### src/sv/assert_macros.svh
// assertion macros for the rtl files
`ifndef ASSERT_MACROS_SVH
`define ASSERT_MACROS_SVH

// same-cycle implication, checked on every rising edge outside reset
`define HFF_ASSERT_NOW(label, ante, cons) \
    label: assert property (@(posedge clk) disable iff (!rst_n) (ante) |-> (cons)) \
        else $error("hff assertion failed");

// next-cycle implication
`define HFF_ASSERT_NEXT(label, ante, cons) \
    label: assert property (@(posedge clk) disable iff (!rst_n) (ante) |=> (cons)) \
        else $error("hff assertion failed");

`endif

### src/sv/hff_pkg.sv
// shared constants and character helpers for the hex field formatter
package hff_pkg;

    localparam int MAX_FIELD = 64;

    localparam int MODE_W  = 2;
    localparam int VALUE_W = 64;
    localparam int WIDTH_W = 7;
    localparam int PREC_W  = 6;
    localparam int CHAR_W  = 8;

    localparam logic [MODE_W-1:0] MODE_LOWER = 2'd0;
    localparam logic [MODE_W-1:0] MODE_UPPER = 2'd1;
    localparam logic [MODE_W-1:0] MODE_PTR   = 2'd2;

    localparam logic [CHAR_W-1:0] CH_ZERO   = 8'h30;
    localparam logic [CHAR_W-1:0] CH_SPACE  = 8'h20;
    localparam logic [CHAR_W-1:0] CH_LOW_X  = 8'h78;
    localparam logic [CHAR_W-1:0] CH_UP_X   = 8'h58;
    localparam logic [CHAR_W-1:0] CH_LOW_A  = 8'h61;
    localparam logic [CHAR_W-1:0] CH_UP_A   = 8'h41;

    // "(nil)"
    localparam logic [CHAR_W-1:0] CH_LPAREN = 8'h28;
    localparam logic [CHAR_W-1:0] CH_N      = 8'h6e;
    localparam logic [CHAR_W-1:0] CH_I      = 8'h69;
    localparam logic [CHAR_W-1:0] CH_L      = 8'h6c;
    localparam logic [CHAR_W-1:0] CH_RPAREN = 8'h29;
    localparam int                NIL_LEN   = 5;

    function automatic logic [CHAR_W-1:0] hex_char(input logic [3:0] d, input logic upper);
        logic [CHAR_W-1:0] base;
        base = upper ? CH_UP_A : CH_LOW_A;
        if (d < 4'd10)
            return CH_ZERO + CHAR_W'(d);
        else
            return base + CHAR_W'(d) - 8'd10;
    endfunction

    function automatic logic [CHAR_W-1:0] nil_char(input logic [2:0] idx);
        logic [CHAR_W-1:0] c;
        case (idx)
            3'd0:    c = CH_LPAREN;
            3'd1:    c = CH_N;
            3'd2:    c = CH_I;
            3'd3:    c = CH_L;
            default: c = CH_RPAREN;
        endcase
        return c;
    endfunction

endpackage

### src/sv/hff_if.sv
// valid/ready channel interfaces for the formatter request and character items
interface hff_in_if;
    import hff_pkg::*;

    logic                 valid;
    logic                 ready;
    logic [MODE_W-1:0]    mode;
    logic [VALUE_W-1:0]   value;
    logic [WIDTH_W-1:0]   width;
    logic                 has_precision;
    logic [PREC_W-1:0]    precision;
    logic                 precision_negative;
    logic                 left_justify;
    logic                 zero_pad;
    logic                 alt_prefix;

    modport source (
        output valid, mode, value, width, has_precision, precision,
               precision_negative, left_justify, zero_pad, alt_prefix,
        input  ready
    );

    modport sink (
        input  valid, mode, value, width, has_precision, precision,
               precision_negative, left_justify, zero_pad, alt_prefix,
        output ready
    );
endinterface

interface hff_out_if;
    import hff_pkg::*;

    logic              valid;
    logic              ready;
    logic [CHAR_W-1:0] out_char;
    logic              last;

    modport source (
        output valid, out_char, last,
        input  ready
    );

    modport sink (
        input  valid, out_char, last,
        output ready
    );
endinterface

### src/sv/hex_field_formatter.sv
// printf-style hex and pointer field formatter, at most one character item per cycle
// Usage: one request item (number plus printf options) is taken while the block
// is idle; the block then sends the formatted field as a run of character items,
// the final one marked with last, and an empty field sends nothing at all. A
// request first runs through a leading-zero scan on the one nibble shifter (one
// nibble per cycle, up to 15 nibbles shifted), then the sizing states S_LEN,
// S_SIZE and S_SUM, and then the emit sequencer sends one character per cycle
// while the sink holds ready high, pausing to step over each finished or empty
// field segment. A field holds at most 64 characters. The next request is taken
// on the cycle after the last character enters the output register.
// Width saturates at 64 and precision at 62; pointer zero without precision
// gives "(nil)", and in pointer mode a zero-pad flag puts "0x" before the pad.
module hex_field_formatter (
    input logic      clk,
    input logic      rst_n,
    hff_in_if.sink   in_ch,
    hff_out_if.source out_ch
);
    import hff_pkg::*;

    localparam logic [PREC_W-1:0]  PREC_MAX  = PREC_W'(MAX_FIELD - 2);
    localparam logic [WIDTH_W-1:0] WIDTH_MAX = WIDTH_W'(MAX_FIELD);

    typedef enum logic [2:0] {
        S_IDLE,
        S_SCAN,
        S_LEN,
        S_SIZE,
        S_SUM,
        S_EMIT
    } state_t;

    // field segments in the order they leave the block
    typedef enum logic [2:0] {
        SEG_NIL,
        SEG_PRE_A,
        SEG_PAD,
        SEG_PRE_B,
        SEG_ZERO,
        SEG_DIG,
        SEG_TRAIL
    } seg_t;

    state_t                    state_reg, state_next;
    seg_t                      seg_reg, seg_next;

    // shared nibble shifter: leading-zero scan, then digit output
    logic [VALUE_W-1:0]        scan_reg, scan_next;
    logic [3:0]                sc_reg, sc_next;

    // latched options
    logic                      ptr_reg, ptr_next;
    logic                      upper_reg, upper_next;
    logic                      nz_reg, nz_next;
    logic                      dot_reg, dot_next;
    logic                      neg_reg, neg_next;
    logic [PREC_W-1:0]         p_reg, p_next;
    logic [WIDTH_W-1:0]        w_reg, w_next;
    logic                      minus_reg, minus_next;
    logic                      zero_reg, zero_next;
    logic                      sharp_reg, sharp_next;

    // sizing results
    logic [PREC_W-1:0]         prec_reg, prec_next;
    logic signed [7:0]         fw_reg, fw_next;
    logic [4:0]                dlen_reg, dlen_next;
    logic                      nil_reg, nil_next;
    logic [1:0]                pre_a_reg, pre_a_next;
    logic [1:0]                pre_b_reg, pre_b_next;
    logic [WIDTH_W-1:0]        pad_reg, pad_next;
    logic [WIDTH_W-1:0]        trail_reg, trail_next;
    logic [PREC_W-1:0]         zc_reg, zc_next;
    logic [CHAR_W-1:0]         padch_reg, padch_next;
    logic [WIDTH_W-1:0]        total_reg, total_next;

    // emit counters and output register
    logic [WIDTH_W-1:0]        rem_reg, rem_next;
    logic [WIDTH_W-1:0]        cnt_reg, cnt_next;
    logic                      ov_reg, ov_next;
    logic [CHAR_W-1:0]         oc_reg, oc_next;
    logic                      ol_reg, ol_next;

    // combinational helpers
    logic                      in_fire;
    logic                      out_fire;
    logic [4:0]                len_nat;
    logic [4:0]                len_c;
    logic [PREC_W-1:0]         prec_c;
    logic                      gt_c;
    logic signed [7:0]         diff_c;
    logic [7:0]                sum_c;
    seg_t                      seg_after;
    logic [WIDTH_W-1:0]        len_after;
    logic [CHAR_W-1:0]         char_c;
    logic                      last_c;

    assign in_fire  = in_ch.valid && in_ch.ready;
    assign out_fire = ov_reg && out_ch.ready;

    assign in_ch.ready     = (state_reg == S_IDLE);
    assign out_ch.valid    = ov_reg;
    assign out_ch.out_char = oc_reg;
    assign out_ch.last     = ol_reg;

    // natural digit count from the leading-zero scan
    assign len_nat = 5'd16 - 5'(sc_reg);

    // width less precision, field width may have gone negative
    assign diff_c = fw_reg - $signed({2'b00, prec_reg});
    assign gt_c   = fw_reg > $signed({2'b00, prec_reg});

    assign sum_c = (nil_reg ? 8'(NIL_LEN) : 8'd0) + 8'(pre_a_reg) + 8'(pad_reg)
                 + 8'(pre_b_reg) + 8'(zc_reg) + 8'(dlen_reg) + 8'(trail_reg);

    assign last_c = (cnt_reg + 7'd1) == total_reg;

    // next segment and its length
    always_comb
    begin
        seg_after = SEG_TRAIL;
        len_after = '0;
        unique case (seg_reg)
            SEG_NIL:
            begin
                seg_after = SEG_PRE_A;
                len_after = WIDTH_W'(pre_a_reg);
            end
            SEG_PRE_A:
            begin
                seg_after = SEG_PAD;
                len_after = pad_reg;
            end
            SEG_PAD:
            begin
                seg_after = SEG_PRE_B;
                len_after = WIDTH_W'(pre_b_reg);
            end
            SEG_PRE_B:
            begin
                seg_after = SEG_ZERO;
                len_after = WIDTH_W'(zc_reg);
            end
            SEG_ZERO:
            begin
                seg_after = SEG_DIG;
                len_after = WIDTH_W'(dlen_reg);
            end
            SEG_DIG:
            begin
                seg_after = SEG_TRAIL;
                len_after = trail_reg;
            end
            SEG_TRAIL:
            begin
                seg_after = SEG_TRAIL;
                len_after = '0;
            end
            default:
            begin
                seg_after = SEG_TRAIL;
                len_after = '0;
            end
        endcase
    end

    // character for the current segment position
    always_comb
    begin
        case (seg_reg) inside
            SEG_NIL:               char_c = nil_char(3'(7'(NIL_LEN) - rem_reg));
            SEG_PRE_A, SEG_PRE_B:  char_c = (rem_reg == 7'd2) ? CH_ZERO
                                          : (upper_reg ? CH_UP_X : CH_LOW_X);
            SEG_PAD:               char_c = padch_reg;
            SEG_ZERO:              char_c = CH_ZERO;
            SEG_DIG:               char_c = hex_char(scan_reg[VALUE_W-1 -: 4], upper_reg);
            default:               char_c = CH_SPACE;
        endcase
    end

    // sequencer
    always_comb
    begin
        state_next = state_reg;
        seg_next   = seg_reg;
        scan_next  = scan_reg;
        sc_next    = sc_reg;
        ptr_next   = ptr_reg;
        upper_next = upper_reg;
        nz_next    = nz_reg;
        dot_next   = dot_reg;
        neg_next   = neg_reg;
        p_next     = p_reg;
        w_next     = w_reg;
        minus_next = minus_reg;
        zero_next  = zero_reg;
        sharp_next = sharp_reg;
        prec_next  = prec_reg;
        fw_next    = fw_reg;
        dlen_next  = dlen_reg;
        nil_next   = nil_reg;
        pre_a_next = pre_a_reg;
        pre_b_next = pre_b_reg;
        pad_next   = pad_reg;
        trail_next = trail_reg;
        zc_next    = zc_reg;
        padch_next = padch_reg;
        total_next = total_reg;
        rem_next   = rem_reg;
        cnt_next   = cnt_reg;
        ov_next    = ov_reg && !out_ch.ready;
        oc_next    = oc_reg;
        ol_next    = ol_reg;
        len_c      = '0;
        prec_c     = '0;

        unique case (state_reg)
            S_IDLE:
            begin
                if (in_fire)
                begin
                    ptr_next   = (in_ch.mode == MODE_PTR);
                    upper_next = (in_ch.mode == MODE_UPPER);
                    scan_next  = (in_ch.mode == MODE_PTR) ? in_ch.value
                               : {32'd0, in_ch.value[31:0]};
                    nz_next    = (in_ch.mode == MODE_PTR) ? (in_ch.value != '0)
                               : (in_ch.value[31:0] != 32'd0);
                    dot_next   = in_ch.has_precision || in_ch.precision_negative;
                    neg_next   = in_ch.precision_negative;
                    p_next     = (in_ch.precision > PREC_MAX) ? PREC_MAX : in_ch.precision;
                    w_next     = (in_ch.width > WIDTH_MAX) ? WIDTH_MAX : in_ch.width;
                    minus_next = in_ch.left_justify;
                    zero_next  = in_ch.zero_pad;
                    sharp_next = in_ch.alt_prefix;
                    sc_next    = '0;
                    cnt_next   = '0;
                    state_next = S_SCAN;
                end
            end
            S_SCAN:
            begin
                // one nibble per cycle until the top nibble is nonzero or fifteen nibbles have shifted
                if (scan_reg[VALUE_W-1 -: 4] == 4'd0 && sc_reg != 4'd15)
                begin
                    scan_next = scan_reg << 4;
                    sc_next   = sc_reg + 4'd1;
                end
                else
                begin
                    state_next = S_LEN;
                end
            end
            S_LEN:
            begin
                // zero with an explicit precision of 0 has no digits
                len_c = (!nz_reg && dot_reg && !neg_reg && p_reg == '0) ? 5'd0 : len_nat;
                prec_c = neg_reg ? PREC_W'(len_c) : p_reg;
                if (prec_c < PREC_W'(len_c) || !dot_reg)
                    prec_c = PREC_W'(len_c);
                prec_next = prec_c;
                dlen_next = nz_reg ? len_c : 5'd0;
                nil_next  = ptr_reg && !nz_reg && !dot_reg;
                fw_next   = $signed({1'b0, w_reg})
                          - ((ptr_reg || (sharp_reg && nz_reg)) ? 8'sd2 : 8'sd0);
                state_next = S_SIZE;
            end
            S_SIZE:
            begin
                pad_next   = (!nil_reg && !minus_reg && gt_c) ? diff_c[WIDTH_W-1:0] : '0;
                trail_next = (!nil_reg && minus_reg && gt_c) ? diff_c[WIDTH_W-1:0] : '0;
                zc_next    = nil_reg ? '0 : prec_reg - PREC_W'(dlen_reg);
                if (nil_reg)
                begin
                    pre_a_next = 2'd0;
                    pre_b_next = 2'd0;
                end
                else if (ptr_reg)
                begin
                    // pointer prefix goes before the pad when zero padding
                    pre_a_next = zero_reg ? 2'd2 : 2'd0;
                    pre_b_next = zero_reg ? 2'd0 : 2'd2;
                end
                else
                begin
                    pre_a_next = (sharp_reg && zero_reg && nz_reg) ? 2'd2 : 2'd0;
                    pre_b_next = (sharp_reg && !zero_reg && nz_reg) ? 2'd2 : 2'd0;
                end
                if (ptr_reg)
                    padch_next = (!dot_reg && zero_reg) ? CH_ZERO : CH_SPACE;
                else
                    padch_next = ((!dot_reg || neg_reg) && zero_reg) ? CH_ZERO : CH_SPACE;
                state_next = S_SUM;
            end
            S_SUM:
            begin
                total_next = (sum_c > 8'(MAX_FIELD)) ? WIDTH_MAX : sum_c[WIDTH_W-1:0];
                seg_next   = SEG_NIL;
                rem_next   = nil_reg ? WIDTH_W'(NIL_LEN) : '0;
                if (sum_c == 8'd0)
                    state_next = S_IDLE;
                else
                    state_next = S_EMIT;
            end
            S_EMIT:
            begin
                if (rem_reg == '0)
                begin
                    // step over a finished or empty segment
                    if (seg_reg == SEG_TRAIL)
                        state_next = S_IDLE;
                    seg_next = seg_after;
                    rem_next = len_after;
                end
                else if (!ov_reg || out_ch.ready)
                begin
                    ov_next  = 1'b1;
                    oc_next  = char_c;
                    ol_next  = last_c;
                    rem_next = rem_reg - 7'd1;
                    cnt_next = cnt_reg + 7'd1;
                    if (seg_reg == SEG_DIG)
                        scan_next = scan_reg << 4;
                    if (last_c)
                        state_next = S_IDLE;
                end
            end
            default:
            begin
                state_next = S_IDLE;
            end
        endcase
    end

    always_ff @(posedge clk or negedge rst_n)
    begin
        if (!rst_n)
        begin
            state_reg <= S_IDLE;
            seg_reg   <= SEG_NIL;
            scan_reg  <= '0;
            sc_reg    <= '0;
            ptr_reg   <= 1'b0;
            upper_reg <= 1'b0;
            nz_reg    <= 1'b0;
            dot_reg   <= 1'b0;
            neg_reg   <= 1'b0;
            p_reg     <= '0;
            w_reg     <= '0;
            minus_reg <= 1'b0;
            zero_reg  <= 1'b0;
            sharp_reg <= 1'b0;
            prec_reg  <= '0;
            fw_reg    <= '0;
            dlen_reg  <= '0;
            nil_reg   <= 1'b0;
            pre_a_reg <= '0;
            pre_b_reg <= '0;
            pad_reg   <= '0;
            trail_reg <= '0;
            zc_reg    <= '0;
            padch_reg <= CH_SPACE;
            total_reg <= '0;
            rem_reg   <= '0;
            cnt_reg   <= '0;
            ov_reg    <= 1'b0;
            oc_reg    <= '0;
            ol_reg    <= 1'b0;
        end
        else
        begin
            state_reg <= state_next;
            seg_reg   <= seg_next;
            scan_reg  <= scan_next;
            sc_reg    <= sc_next;
            ptr_reg   <= ptr_next;
            upper_reg <= upper_next;
            nz_reg    <= nz_next;
            dot_reg   <= dot_next;
            neg_reg   <= neg_next;
            p_reg     <= p_next;
            w_reg     <= w_next;
            minus_reg <= minus_next;
            zero_reg  <= zero_next;
            sharp_reg <= sharp_next;
            prec_reg  <= prec_next;
            fw_reg    <= fw_next;
            dlen_reg  <= dlen_next;
            nil_reg   <= nil_next;
            pre_a_reg <= pre_a_next;
            pre_b_reg <= pre_b_next;
            pad_reg   <= pad_next;
            trail_reg <= trail_next;
            zc_reg    <= zc_next;
            padch_reg <= padch_next;
            total_reg <= total_next;
            rem_reg   <= rem_next;
            cnt_reg   <= cnt_next;
            ov_reg    <= ov_next;
            oc_reg    <= oc_next;
            ol_reg    <= ol_next;
        end
    end

`include "assert_macros.svh"

    // characters sent never run past the sized field
    `HFF_ASSERT_NOW(a_cnt_bound, state_reg == S_EMIT, cnt_reg < total_reg)
    // a nil field is exactly five characters
    `HFF_ASSERT_NOW(a_nil_len, state_reg == S_EMIT && nil_reg, total_reg == 7'(NIL_LEN))
    // final character taken while no new field is being sent: output register empties
    `HFF_ASSERT_NEXT(a_last_gap, out_fire && ol_reg && state_reg != S_EMIT, !ov_reg)
    // a new request always starts with the leading-zero scan
    `HFF_ASSERT_NEXT(a_accept_scan, in_fire, state_reg == S_SCAN)

endmodule
### src/flat_wrapper.sv
// flat-port wrapper written by rule: the top's interface ports become plain ports
module hex_field_formatter_flat import hff_pkg::*;
  (clk, rst_n, in_ch_valid, in_ch_mode, in_ch_value, in_ch_width, in_ch_has_precision, in_ch_precision, in_ch_precision_negative, in_ch_left_justify, in_ch_zero_pad, in_ch_alt_prefix, in_ch_ready, out_ch_valid, out_ch_out_char, out_ch_last, out_ch_ready);
  hff_in_if in_ch_i ();
  hff_out_if out_ch_i ();
  input logic clk;
  input logic rst_n;
  input wire logic [$bits(in_ch_i.valid)-1:0] in_ch_valid;
  input wire logic [$bits(in_ch_i.mode)-1:0] in_ch_mode;
  input wire logic [$bits(in_ch_i.value)-1:0] in_ch_value;
  input wire logic [$bits(in_ch_i.width)-1:0] in_ch_width;
  input wire logic [$bits(in_ch_i.has_precision)-1:0] in_ch_has_precision;
  input wire logic [$bits(in_ch_i.precision)-1:0] in_ch_precision;
  input wire logic [$bits(in_ch_i.precision_negative)-1:0] in_ch_precision_negative;
  input wire logic [$bits(in_ch_i.left_justify)-1:0] in_ch_left_justify;
  input wire logic [$bits(in_ch_i.zero_pad)-1:0] in_ch_zero_pad;
  input wire logic [$bits(in_ch_i.alt_prefix)-1:0] in_ch_alt_prefix;
  output wire logic [$bits(in_ch_i.ready)-1:0] in_ch_ready;
  output wire logic [$bits(out_ch_i.valid)-1:0] out_ch_valid;
  output wire logic [$bits(out_ch_i.out_char)-1:0] out_ch_out_char;
  output wire logic [$bits(out_ch_i.last)-1:0] out_ch_last;
  input wire logic [$bits(out_ch_i.ready)-1:0] out_ch_ready;
  assign in_ch_i.valid = in_ch_valid;
  assign in_ch_i.mode = in_ch_mode;
  assign in_ch_i.value = in_ch_value;
  assign in_ch_i.width = in_ch_width;
  assign in_ch_i.has_precision = in_ch_has_precision;
  assign in_ch_i.precision = in_ch_precision;
  assign in_ch_i.precision_negative = in_ch_precision_negative;
  assign in_ch_i.left_justify = in_ch_left_justify;
  assign in_ch_i.zero_pad = in_ch_zero_pad;
  assign in_ch_i.alt_prefix = in_ch_alt_prefix;
  assign in_ch_ready = in_ch_i.ready;
  assign out_ch_valid = out_ch_i.valid;
  assign out_ch_out_char = out_ch_i.out_char;
  assign out_ch_last = out_ch_i.last;
  assign out_ch_i.ready = out_ch_ready;
  hex_field_formatter u_core (.clk(clk), .rst_n(rst_n), .in_ch(in_ch_i), .out_ch(out_ch_i));
endmodule
### config.mk
export PLATFORM = sky130hd
export DESIGN_NAME = hex_field_formatter_flat
export DESIGN_NICKNAME = d
export VERILOG_FILES = /design/src/sv/hff_pkg.sv /design/src/sv/hff_if.sv /design/src/sv/hex_field_formatter.sv /design/src/flat_wrapper.sv
export VERILOG_INCLUDE_DIRS = /design/src /design/src/sv
export SDC_FILE = /design/constraint.sdc
export NUM_CORES = 1
export LEC_CHECK = 0
export ABC_AREA = 1
export BUFFER_PORTS_ARGS = -buffer_cell sky130_fd_sc_hd__buf_2
export CORE_ASPECT_RATIO = 1.5
export CORE_UTILIZATION = 45
export CTS_CLUSTER_DIAMETER = 40
export DETAILED_ROUTE_END_ITERATION = 10
export PLACE_DENSITY_LB_ADDON = 0.25
export SYNTH_ARGS = -nofsm -noshare
export SYNTH_HDL_FRONTEND = slang
export SYNTH_SLANG_ARGS = --single-unit
### constraint.sdc
create_clock -name clk -period 10.3 [get_ports clk]
set_input_delay 2.575 -clock clk [delete_from_list [all_inputs] [get_ports clk]]
set_output_delay 2.575 -clock clk [all_outputs]
set_load 0.1 [all_outputs]
## Word level (Yosys, flattened, before mapping)

Index checks and enable logic that the tools add are counted.
Widths: inputs -> output; s select.

| cells by class | value |
|---|---|
| add/sub/neg operators | 17 |
| magnitude comparators | 6 |
| eq/ne operators | 29 |
| muxes and demuxes | 67 |
| bitwise operators | 1 |
| reduce and logical (&&, ||, !) cells | 54 |

Operators with widths:

| operator | number |
|---|---|
| $mux 64 | 6 |
| $pmux 64 s3 | 1 |
| $mux 8 | 8 |
| $reduce_bool 64->1 | 1 |
| $mux 7 | 9 |
| $pmux 7 s6 | 1 |
| $mux 6 | 6 |
| $reduce_bool 32->1 | 1 |
| $mux 3 | 10 |
| $pmux 7 s2 | 2 |
| $pmux 7 s4 | 1 |
| $mux 5 | 4 |
| $logic_and 1x1->1 | 19 |
| $eq 3x2->1 const B | 6 |
| $mux 2 | 9 |
| $pmux 3 s6 | 1 |
| $add 8x2->8 | 2 |
| $add 8x7->8 | 2 |
| $eq 3x3->1 const B | 5 |
| $pmux 3 s5 | 1 |
| $eq 3x1->1 const B | 3 |
| $logic_not 3->1 | 3 |
| $add 8x4->8 | 1 |
| $add 8x5->8 | 1 |
| 45 further kinds | 71 |

| word-level totals | value |
|---|---|
| register bits after elaboration | 178 |
| bits of input ports | 88 |
| output and inout bits | 11 |
| word-level logic and storage cells | 204 |

## Longest topological paths before layout

Gate-level depths: netlist (run 1).

| depth | value |
|---|---|
| word-level depth | 10 |
| mapped depth | 19 |
| mapped depth without buffers | 19 |

## Worst setup path after synthesis (run 1)

Ideal clock, no wire load.

| timing | value |
|---|---|
| path type | reg-to-output |
| start | reg u_core.state_reg[0] |
| end | out in_ch_ready |
| arrival | 1115 ps |
| required time | 7725 ps |
| path slack | 6610 ps |
| cell stages (with the launch flop) | 4 |
| path buffers | 0 |
| cell sequence | dfrtp_1 nor2_1 inv_2 nor2_4 |

| between the ends | value |
|---|---|
| cells in the longest elaborated chain, start to end | 1 |

Ends and longest elaborated chain:

| item | line | source |
|---|---|---|
| start: declaration | hex_field_formatter.sv:44 | `state_t state_reg, state_next;` |
| start signal: assignment | hex_field_formatter.sv:370 | `state_reg <= state_next;` |
| $logic_not 3->1 | hex_field_formatter.sv:100 | `assign in_ch.ready = (state_reg == S_IDLE);` |
| end: declaration | flat_wrapper.sv:18 | `output wire logic [$bits(in_ch_i.ready)-1:0] in_ch_ready;` |

Every way passes these cells.

## Worst setup path after layout (run 1)

| timing | value |
|---|---|
| start | in in_ch_valid |
| end | reg u_core.scan_reg[42] |

| between the ends | value |
|---|---|
| cells in the longest elaborated chain, start to end | 3 |

Ends and longest elaborated chain:

| item | line | source |
|---|---|---|
| start: declaration | flat_wrapper.sv:8 | `input wire logic [$bits(in_ch_i.valid)-1:0] in_ch_valid;` |
| $logic_and 1x1->1 | hex_field_formatter.sv:97 | `assign in_fire = in_ch.valid && in_ch.ready;` |
| $ne 2x2->1 (no source line) | n/a |  |
| $reduce_and 6->1 (no source line) | n/a |  |
| end signal: assignment | hex_field_formatter.sv:372 | `scan_reg <= scan_next;` |
| end: declaration | hex_field_formatter.sv:48 | `logic [VALUE_W-1:0] scan_reg, scan_next;` |

Every way passes these cells.
A chain may end at the register's enable or synchronous reset.

==> results of run 1 <==
-- cell type report --
| cell class | instances | area (um^2) |
|---|---|---|
| inverters | 188 | 711 |
| multi-input cells | 853 | 4840 |
| flip-flops and latches | 168 | 4200 |
| fillers | 2162 | 10500 |
| clock buffers | 20 | 467 |
| well taps | 272 | 340 |
| repair buffers | 103 | 537 |
| clock inverters | 12 | 173 |
-- logic make-up after synthesis --
family	after synthesis
compound gates	277
xor+xnor	16
fa+ha+maj	57
buf+inv	233
flops	168
other cells	1
simple gates	502
-- power groups by stage --
stage                     Combinational (mW)  Sequential, mW  Clock [mW]
after global routing                    2.50            1.13       0.726
after CTS                               2.21            1.10       0.700
after detailed placement                2.20            1.11           0
after floorplan                         1.72            1.16           0
final                                   2.19            1.09       0.685
after global placement                  2.15            1.10           0
-- worst max path at each step --
| stage | startpoint | end | slack (ns) |
|---|---|---|---|
| 3_3_place_gp | in_ch_valid | u_core.scan_reg[37] | 5.32 |
| 5_1_grt | in_ch_valid | u_core.scan_reg[56] | 5.42 |
| 4_1_cts | in_ch_valid | u_core.scan_reg[54] | 5.67 |
| 3_5_place_dp | in_ch_valid | u_core.scan_reg[54] | 5.23 |
| 2_1_floorplan | u_core.state_reg[0] | in_ch_ready | 6.61 |
| 6_report | in_ch_valid | u_core.scan_reg[42] | 5.67 |
-- routing by layer --
metal,wire length (um),global-route usage (%),vias to the layer above
li1,-,-,4250
met3,846,3.63,43
met5,0,0,-
met2,12300,40.2,166
met4,618,8.86,0
met1,9310,24.8,3885
-- stage by stage --
| stage | instance area (um^2) | hold slack [ns] |
|---|---|---|
| after floorplan | 10000 | 0.449 |
| after global placement | 10600 | 0.463 |
| after detailed placement | 10600 | 0.464 |
| after CTS | 11300 | 0.480 |
| after global routing | 11300 | 0.504 |
| final | 11300 | 0.477 |
-- cells in the final DEF (no fill, tap or decap), types with 6 or more instances in the layout --
master,instances
nand4_1,11
o21ai_1,7
buf_2,96
buf_4,6
inv_2,10
o22ai_1,23
inv_1,175
xor2_1,9
nor2_1,66
o21ai_0,137
xnor2_1,7
nor3_1,7
dfrtp_1,168
clkbuf_16,17
fa_1,18
nor4_1,13
o21ai_2,60
nand2_1,298
a31oi_1,7
ha_1,39
nand3_1,89
a21oi_1,22
-- worst min-delay path: cells and delay by family, from the launching register on --
family	cells	cell delay, ns
compound gates	1	0.05
simple gates	1	0.05
flops	1	0.34
-- cells in the mapped netlist, types with 2 or more instances --
master | number | share of area, %
a22oi_1 | 4 | 0.30
nor2_1 | 67 | 2.5
nand4_1 | 11 | 0.69
nand3_1 | 89 | 4.4
xnor2_1 | 7 | 0.61
buf_2 | 7 | 0.35
a21oi_1 | 22 | 1.1
dfrtp_1 | 168 | 42
fa_1 | 18 | 3.6
o21ai_0 | 137 | 6.8
nand3b_1 | 3 | 0.22
a22o_1 | 2 | 0.17
clkbuf_1 | 21 | 0.79
o2111ai_1 | 2 | 0.17
buf_4 | 2 | 0.15
inv_1 | 175 | 6.5
xor2_1 | 9 | 0.79
buf_6 | 13 | 1.5
ha_1 | 39 | 4.9
buf_1 | 2 | 0.075
nand2_4 | 2 | 0.22
o31ai_1 | 2 | 0.15
inv_2 | 11 | 0.41
o21ai_2 | 60 | 5.2
o21ai_1 | 7 | 0.35
a31oi_1 | 7 | 0.44
nor3_1 | 7 | 0.35
or2_2 | 2 | 0.12
nand2_1 | 298 | 11
o21bai_1 | 2 | 0.15
nor2_2 | 3 | 0.19
o22ai_1 | 23 | 1.4
nor4_1 | 13 | 0.81
nor2_4 | 3 | 0.34
==> impl_metrics.env, run 1 <==
export IMPL_status="finished, final reports clean"
export IMPL_worstSetupPathDepth=10
export IMPL_synth_fp_nets=1399
export IMPL_via_count=8344
export IMPL_start_kind="primary input"
export IMPL_finalPower_mw=3.97
export IMPL_fin_cells=1616
export IMPL_drtPass1Iterations=5
export IMPL_antenna_found_initial=0
export IMPL_clock_skew_ns=0.00923
export IMPL_cts_sinks=168
export IMPL_post_cts_buffers=0
export IMPL_ys_ff_latch=168
export IMPL_cpPeakStageDelay_ns=0.90
export IMPL_fin_crit_sh_pct=45.0
export IMPL_ys_flop_type="dfrtp_1"
export IMPL_synth_compound_area_share_pct=17.1
export IMPL_slowest_stage="buf_4"
export IMPL_dieArea_um2=22900
export IMPL_grt_pass1_wl_um=38900
export IMPL_synth_fa_ha_area_share_pct=8.45
export IMPL_p_clk_share_pct=17.3
export IMPL_yosys_warnings=0
export IMPL_crit_buf_inv=4
export IMPL_netlist_instances=1254
export IMPL_drtIter0Drc=422
export IMPL_fin_nets=1476
export IMPL_final_setup_worst_slack_ns=5.67
export IMPL_critPathMaxFanout=88
export IMPL_die_h_um=185
export IMPL_r2r_setup_slack_ns=6.34
export IMPL_largest_reg_flops=64
export IMPL_combPwrFrac_pct=55.1
export IMPL_power_switching_mw=1.89
export IMPL_p_per_area_nw_per_um2=352
export IMPL_viasPerCell=5.16
export IMPL_fin_setup_tns_ns=0
export IMPL_dpl_worst_slack_ns=5.23
export IMPL_critical_path_top_delay_family="buffers and inverters"
export IMPL_cts_resized=0
export IMPL_antenna_left=0
export IMPL_synthSimpleGateAreaFrac_pct=21.3
export IMPL_vdd_ir_drop_max_mv=0.229
export IMPL_wirelength_um=23100
export IMPL_required_ns=10.65
export IMPL_synth_seq_area_share_pct=41.9
export IMPL_ios=99
export IMPL_hp_start="u_core.out_ch.last"
export IMPL_clock_latency_ns=0.43
export IMPL_drv_slew=0
export IMPL_setup_violations=0
export IMPL_worstPathCellList="buf_2, nand2_4, inv_4, nor2_2, o21ai_1, nand2_1, inv_4, buf_4, nand2_1, o21ai_2"
export IMPL_cts_tree="yes"
export IMPL_hold_viol=0
export IMPL_synth_enable_flop_cells=0
export IMPL_max_cap_viol_count=0
export IMPL_worst_slew_pin_slew_ns=1.10
export IMPL_die_w_um=124
export IMPL_synth_xor_area_share_pct=1.40
export IMPL_synth_mux_area_fraction_pct=0
export IMPL_cts_buffers=17
export IMPL_min_period_ns=4.63
export IMPL_path_class="primary input to flip-flop"
export IMPL_core_area_um2=21800
export IMPL_finish_utilization_pct=51.7
export IMPL_area_growth_pct=12.3
export IMPL_p_int_mw=2.08
export IMPL_hold_path_class="flip-flop to flip-flop"
export IMPL_holdPathStages=2
export IMPL_clk_path_buf_depth=2
export IMPL_track_usage_pct=21.9
export IMPL_syn_cell_area_um2=10000
export IMPL_clkTransAtPathRegs_ns=0.06
export IMPL_h_tree_depth=4
export IMPL_dpl_cell_count=1584
export IMPL_p_leak_nw=5.46
export IMPL_grt_ovfl_total=0
export IMPL_synth_top_family_by_area="simple AND/OR/NAND/NOR gates"
export IMPL_synth_cell_types=50
export IMPL_gp_congestion=0.893
export IMPL_fp_row_count=66
export IMPL_num_antenna_cells=0
export IMPL_drc_errors=0
export IMPL_timing_rr_end="u_core.total_reg[0]"
export IMPL_grt_pass1_vias=8327
export IMPL_arrival_ns=4.98
export IMPL_avgRoutedWirePerCell_um=14.3
export IMPL_worstHoldEndpoint="u_core.out_ch.last"
export IMPL_swShare_pct=47.6
export IMPL_slew_headroom_pct=26.8
export IMPL_hold_buffers=0
export IMPL_r2r_start="u_core.pad_reg[1]"
export IMPL_start_util_pct=46.0
export IMPL_syn_avg_cell_area_um2=8.00
export IMPL_p_seq_share_pct=27.6
export IMPL_ff2ff_path_depth=12
export IMPL_synthArstFlopShare_pct=100
export IMPL_max_freq_ghz=0.216
export IMPL_grt_start_max_net_pins=127
export IMPL_final_layout_size_suffix_gt1_share_pct=16.3
export IMPL_cts_root_buf="clkbuf_16"
export IMPL_dp_hpwl_um=17300
export IMPL_rsz0062_at_grt="false"
export IMPL_portBuffers=97
export IMPL_crit_path_end_kind="flip-flop"
No activity file was read; power rests on OpenSTA's default activity.
==> inputs of run 2 (changes only) <==
==> constraint.sdc (replaced) <==
create_clock -name clk -period 4.4 [get_ports clk]
set_input_delay 1.1 -clock clk [delete_from_list [all_inputs] [get_ports clk]]
set_output_delay 1.1 -clock clk [all_outputs]
set_load 0.1 [all_outputs]
==> run 2 against run 1 <==
Final cell count rose by 0.25%. Non-clock buffer count is 3 higher. Flip-flop and latch count did not move. Clock-buffer cell count increased by 1. Global-route usage rose by 0.44 points. Hold slack gained 0.0040 ns. Largest cell class unchanged.
==> impl_metrics.env, run 2 (same netlist as run 1, synthesis figures left out) <==
export IMPL_track_usage_pct=22.4
export IMPL_p_seq_share_pct=27.5
export IMPL_cts_buffers=17
export IMPL_fin_crit_sh_pct=86.6
export IMPL_seqCellArea_um2=4200
export IMPL_gp_congestion=0.913
export IMPL_postPlaceCellArea_um2=10700
export IMPL_fin_cells=1620
export IMPL_rsz0062_at_grt="false"
export IMPL_most_common_layout_cells="298 x nand2_1, 175 x inv_1, 168 x dfrtp_1"
export IMPL_area_growth_pct=12.6
export IMPL_cts_tree="yes"
export IMPL_clock_latency_ns=0.44
export IMPL_max_freq_ghz=0.262
export IMPL_slew_headroom_pct=32.8
export IMPL_path_class="flip-flop to flip-flop"
export IMPL_status="finished, final reports clean"
export IMPL_grt_start_max_net_pins=125
export IMPL_combPwrFrac_pct=55.4
export IMPL_clk_path_buf_depth=2
export IMPL_power_switching_mw=4.42
export IMPL_h_tree_depth=4
export IMPL_p_per_area_nw_per_um2=820
export IMPL_wl_met1_um=9590
export IMPL_portBuffers=97
export IMPL_min_period_ns=3.81
export IMPL_clkTransAtPathRegs_ns=0.06
export IMPL_dieArea_um2=22900
export IMPL_cts_root_buf="clkbuf_16"
export IMPL_max_cap_viol_count=0
export IMPL_setup_violations=0
export IMPL_final_layout_size_suffix_gt1_share_pct=16.2
export IMPL_slowest_stage="fa_1"
export IMPL_maxUsedRoutingLayer="met4"
export IMPL_clock_skew_ns=0.0132
export IMPL_crit_path_end_kind="flip-flop"
export IMPL_via_count=8350
export IMPL_drtIter0Drc=377
export IMPL_cpPeakStageDelay_ns=0.57
export IMPL_arrival_ns=4.11
export IMPL_r2r_start="u_core.zc_reg[1]"
export IMPL_p_clk_share_pct=17.1
export IMPL_r2r_setup_slack_ns=0.59
export IMPL_grt_ovfl_total=0
export IMPL_crit_path_start="u_core.zc_reg[1]"
export IMPL_cts_sinks=168
export IMPL_drtPass1Iterations=5
export IMPL_cts_resized=0
export IMPL_dpl_cell_count=1587
export IMPL_fillCellCount=2133
export IMPL_die_h_um=185
export IMPL_p_leak_nw=5.46
export IMPL_worst_slew_pin_slew_ns=1.01
export IMPL_route_met3_wl_um=690
export IMPL_hold_path_class="flip-flop to flip-flop"
export IMPL_crit_path_end="u_core.total_reg[0]"
export IMPL_core_area_um2=21800
export IMPL_timing_rr_end="u_core.total_reg[0]"
export IMPL_worstPathCellList="fa_1, fa_1, fa_1, ha_1, inv_1, fa_1, nand3b_1, nand2_1, xor2_1, nor2_1, o21ai_0, o21ai_0"
export IMPL_required_ns=4.70
export IMPL_fin_nets=1479
export IMPL_critPathMaxFanout=6
export IMPL_crit_buf_inv=1
export IMPL_mostFrequentLayoutCell="nand2_1"
export IMPL_die_w_um=124
export IMPL_grt_pass1_wl_um=39800
export IMPL_dpl_worst_slack_ns=0.561
export IMPL_ios=99
export IMPL_fp_row_count=66
export IMPL_wirelength_um=23400
export IMPL_grt_pass1_vias=8337
export IMPL_viasPerCell=5.15
export IMPL_swShare_pct=47.7
export IMPL_multi_input_area_um2=4840
export IMPL_hold_buffers=0
export IMPL_drv_slew=0
export IMPL_antenna_found_initial=1
export IMPL_drc_errors=0
export IMPL_avgRoutedWirePerCell_um=14.4
export IMPL_start_util_pct=46.0
export IMPL_stdcell_area_um2=11300
export IMPL_fin_setup_tns_ns=0
export IMPL_dp_hpwl_um=17700
export IMPL_start_kind="flip-flop"
export IMPL_hold_viol=0
export IMPL_vdd_ir_drop_max_mv=0.385
export IMPL_antenna_left=0
export IMPL_finalPower_mw=9.27
export IMPL_largest_reg_flops=64
export IMPL_met2WireLength_um=12100
export IMPL_p_int_mw=4.85
export IMPL_ff2ff_path_depth=12
export IMPL_post_cts_buffers=0
export IMPL_worstSetupPathDepth=12
export IMPL_cp_common_cell="fa_1"
export IMPL_final_setup_worst_slack_ns=0.590
export IMPL_critical_path_top_delay_family="adder cells"
run 2: changes by cell type in the layout (fill, tap and decap cells not counted):
cell and delta:
buf_4 +1, clkbuf_1 +4, inv_6 +1, clkinv_2 -2, clkbuf_8 -3, buf_12 +2
diode_2 +1
run 2: tightest hold or removal path, stage by stage (launching register included):
cell     delay [ns]
dfrtp_1        0.33
nand2_1        0.06
nand2_1        0.06
run 2: metal layers:
| metal | vias to the layer above | track usage, % |
|---|---|---|
| met3 | 56 | 3.97 |
| met2 | 137 | 39.8 |
| met5 | - | 0 |
| li1 | 4267 | - |
| met1 | 3890 | 25.3 |
| met4 | 0 | 11.3 |
run 2: power groups by stage:
| stage | clock [mW] | combinational, mW | sequential [mW] |
|---|---|---|---|
| 6_report | 1.58 | 5.13 | 2.55 |
| 5_1_grt | 1.66 | 5.89 | 2.62 |
| 4_1_cts | 1.61 | 5.18 | 2.55 |
| 3_5_place_dp | 0 | 5.14 | 2.58 |
| 3_3_place_gp | 0 | 5.04 | 2.55 |
| 2_1_floorplan | 0 | 4.03 | 2.72 |
run 2: worst min path at each step:
| stage | depth (start not counted) | from | to |
|---|---|---|---|
| after floorplan | 2 | u_core.sharp_reg | u_core.sharp_reg |
| after global placement | 2 | u_core.out_ch.out_char[1] | u_core.out_ch.out_char[1] |
| after detailed placement | 2 | u_core.out_ch.out_char[1] | u_core.out_ch.out_char[1] |
| after CTS | 2 | u_core.out_ch.out_char[1] | u_core.out_ch.out_char[1] |
| after global routing | 1 | u_core.zero_reg | u_core.pre_b_reg[1] |
| final | 2 | u_core.out_ch.out_char[1] | u_core.out_ch.out_char[1] |
run 2: metrics by stage:
step,util [%],hold slack [ns]
global placement,49.0,0.464
floorplan,-,0.449
CTS,51.8,0.484
finish,51.8,0.481
detailed placement,49.0,0.467
global route,51.8,0.499
run 2: cell type report:
class | count | area share (%)
Inverter | 188 | 6.29
Tap cell | 272 | 3.01
Clock buffer | 21 | 3.90
Multi-Input combinational cell | 853 | 42.9
Antenna cell | 1 | 0.0221
Clock inverter | 11 | 1.52
Sequential cell | 168 | 37.2
Timing Repair Buffer | 106 | 5.17
==> inputs of run 3 (changes only) <==
--- a/config.mk
+++ b/config.mk
@@ -9,7 +9,8 @@
 export ABC_AREA = 1
 export BUFFER_PORTS_ARGS = -buffer_cell sky130_fd_sc_hd__buf_2
 export CORE_ASPECT_RATIO = 1.5
-export CORE_UTILIZATION = 45
+export CORE_UTILIZATION = 50
+export CTS_BUF_LIST = sky130_fd_sc_hd__clkbuf_8
 export CTS_CLUSTER_DIAMETER = 40
 export DETAILED_ROUTE_END_ITERATION = 10
 export PLACE_DENSITY_LB_ADDON = 0.25
==> run 3 against run 2 <==
Critical path depth unchanged. Sequential power about the same. Via count up 0.80%. Clock power down 27%. First-iteration DRC count up 2.7%. Critical path type unchanged. Critical endpoint is now u_core.total_reg[1]. Highest routed layer unchanged.
==> impl_metrics.env, run 3 (same netlist as run 1, synthesis figures left out) <==
export IMPL_track_usage_pct=23.7
export IMPL_grt_start_max_net_pins=125
export IMPL_clk_path_buf_depth=2
export IMPL_fin_nets=1479
export IMPL_clock_skew_ns=0.0172
export IMPL_mostFrequentLayoutCell="nand2_1"
export IMPL_fin_cells=1607
export IMPL_rsz0062_at_grt="false"
export IMPL_cp_common_cell="fa_1"
export IMPL_dp_hpwl_um=17600
export IMPL_fin_setup_tns_ns=0
export IMPL_hold_path_class="flip-flop to flip-flop"
export IMPL_status="finished, final reports clean"
export IMPL_slew_headroom_pct=32.4
export IMPL_min_period_ns=3.79
export IMPL_cpPeakStageDelay_ns=0.56
export IMPL_hold_buffers=0
export IMPL_start_kind="flip-flop"
export IMPL_p_per_area_nw_per_um2=795
export IMPL_hold_viol=0
export IMPL_drv_slew=0
export IMPL_cts_root_buf="clkbuf_8"
export IMPL_most_common_layout_cells="298 x nand2_1, 175 x inv_1, 168 x dfrtp_1"
export IMPL_antenna_left=0
export IMPL_fin_crit_sh_pct=86.1
export IMPL_clkTransAtPathRegs_ns=0.10
export IMPL_holdPathStages=2
export IMPL_max_cap_viol_count=0
export IMPL_cts_resized=0
export IMPL_ff2ff_path_depth=12
export IMPL_area_growth_pct=10.4
export IMPL_largest_reg_flops=64
export IMPL_p_leak_nw=5.36
export IMPL_portBuffers=97
export IMPL_start_util_pct=50.9
export IMPL_slowest_stage="fa_1"
export IMPL_vdd_ir_drop_max_mv=0.353
export IMPL_antenna_found_initial=0
export IMPL_grt_pass1_vias=8449
export IMPL_grt_pass1_wl_um=39100
export IMPL_crit_path_end_kind="flip-flop"
export IMPL_num_antenna_cells=0
export IMPL_avgRoutedWirePerCell_um=14.2
export IMPL_drtIter0Drc=387
export IMPL_core_area_um2=19700
export IMPL_drc_errors=0
export IMPL_drtPass1Iterations=6
export IMPL_clock_latency_ns=0.48
export IMPL_wirelength_um=22800
export IMPL_cts_buffers=17
export IMPL_post_cts_buffers=0
export IMPL_max_freq_ghz=0.264
export IMPL_final_layout_size_suffix_gt1_share_pct=16.5
export IMPL_gp_congestion=0.899
export IMPL_ios=99
export IMPL_cts_sinks=168
export IMPL_die_w_um=118
export IMPL_required_ns=4.75
export IMPL_worstPathCellList="fa_1, fa_1, fa_1, ha_1, inv_1, fa_1, nand3b_1, nand2_1, xor2_1, nor2_1, o21ai_0, o21ai_0"
export IMPL_h_tree_depth=4
export IMPL_arrival_ns=4.14
export IMPL_via_count=8417
export IMPL_critPathMaxFanout=6
export IMPL_fillCellCount=1905
export IMPL_grt_ovfl_total=0
export IMPL_dpl_worst_slack_ns=0.601
export IMPL_dpl_cell_count=1575
export IMPL_viasPerCell=5.24
export IMPL_final_setup_worst_slack_ns=0.612
export IMPL_fp_row_count=63
export IMPL_die_h_um=176
export IMPL_path_class="flip-flop to flip-flop"
export IMPL_setup_violations=0
export IMPL_cts_tree="yes"
export IMPL_dieArea_um2=20700
export IMPL_worst_slew_pin_slew_ns=1.01
==> run 3: cell count changes in the layout (fill, tap and decap cells not counted), moves of 2 or more <==
cell       change
clkbuf_1       -4
clkbuf_8      +18
clkinv_2       -2
clkbuf_16     -17
inv_6          +5
bufinv_16      -2
==> run 3: routing by layer <==
layer	vias up	share of wire, %	track usage (%)
met5	-	0	0
met4	0	3.8	11.8
met3	54	3.3	3.41
met2	154	53	43.6
met1	3955	40	26.7
li1	4254	-	-
==> run 3: stage by stage <==
step           util, %  hold slack (ns)  cell area, um^2  total power, mW
3_5_place_dp      54.1            0.461            10700             7.71
3_3_place_gp      54.1            0.461            10700             7.59
6_report          56.2            0.479            11100             8.81
4_1_cts           56.2            0.486            11100             8.88
5_1_grt           56.2            0.507            11100             9.72
2_1_floorplan        -            0.449            10000             6.75
==> run 3: power by group <==
group / internal, mW / total, mW / switching, mW
clock: 0.532 / 1.15 / 0.613
combinational: 1.75 / 5.11 / 3.37
sequential: 2.14 / 2.55 / 0.404
total: 4.42 / 8.81 / 4.38
==> run 3: critical path, delay by kind of cell (launching register included) <==
kind                       cells  cell delay [ns]
adders and majority gates      5             2.07
AOI/OAI and AO/OA              2             0.59
DFF                            1             0.41
and+or+nand+nor                3             0.34
xor gates and xnor gates       1             0.20
buffers and inverters          1             0.05
==> run 3: final timing paths <==
path / slack [ns] / end / start
min: 0.48 / u_core.out_ch.out_char[2] / u_core.out_ch.out_char[2]
max: 0.61 / u_core.total_reg[1] / u_core.zc_reg[1]
min reg2reg: 0.48 / u_core.out_ch.out_char[2] / u_core.out_ch.out_char[2]
max reg2reg: 0.61 / u_core.total_reg[1] / u_core.zc_reg[1]
min in group asynchronous: 0.58 / u_core.out_ch.out_char[2] / rst_n
max in group asynchronous: 2.89 / u_core.scan_reg[44] / rst_n
==> run 3: cell type report <==
cell class,count,area [um^2],share of cell area [%]
repair buffers,106,584,5.27
flip-flops and latches,168,4200,37.9
well taps,260,325,2.94
clock inverters,14,161,1.46
inverters,188,711,6.42
clock buffers,18,248,2.24
multi-input cells,853,4840,43.7
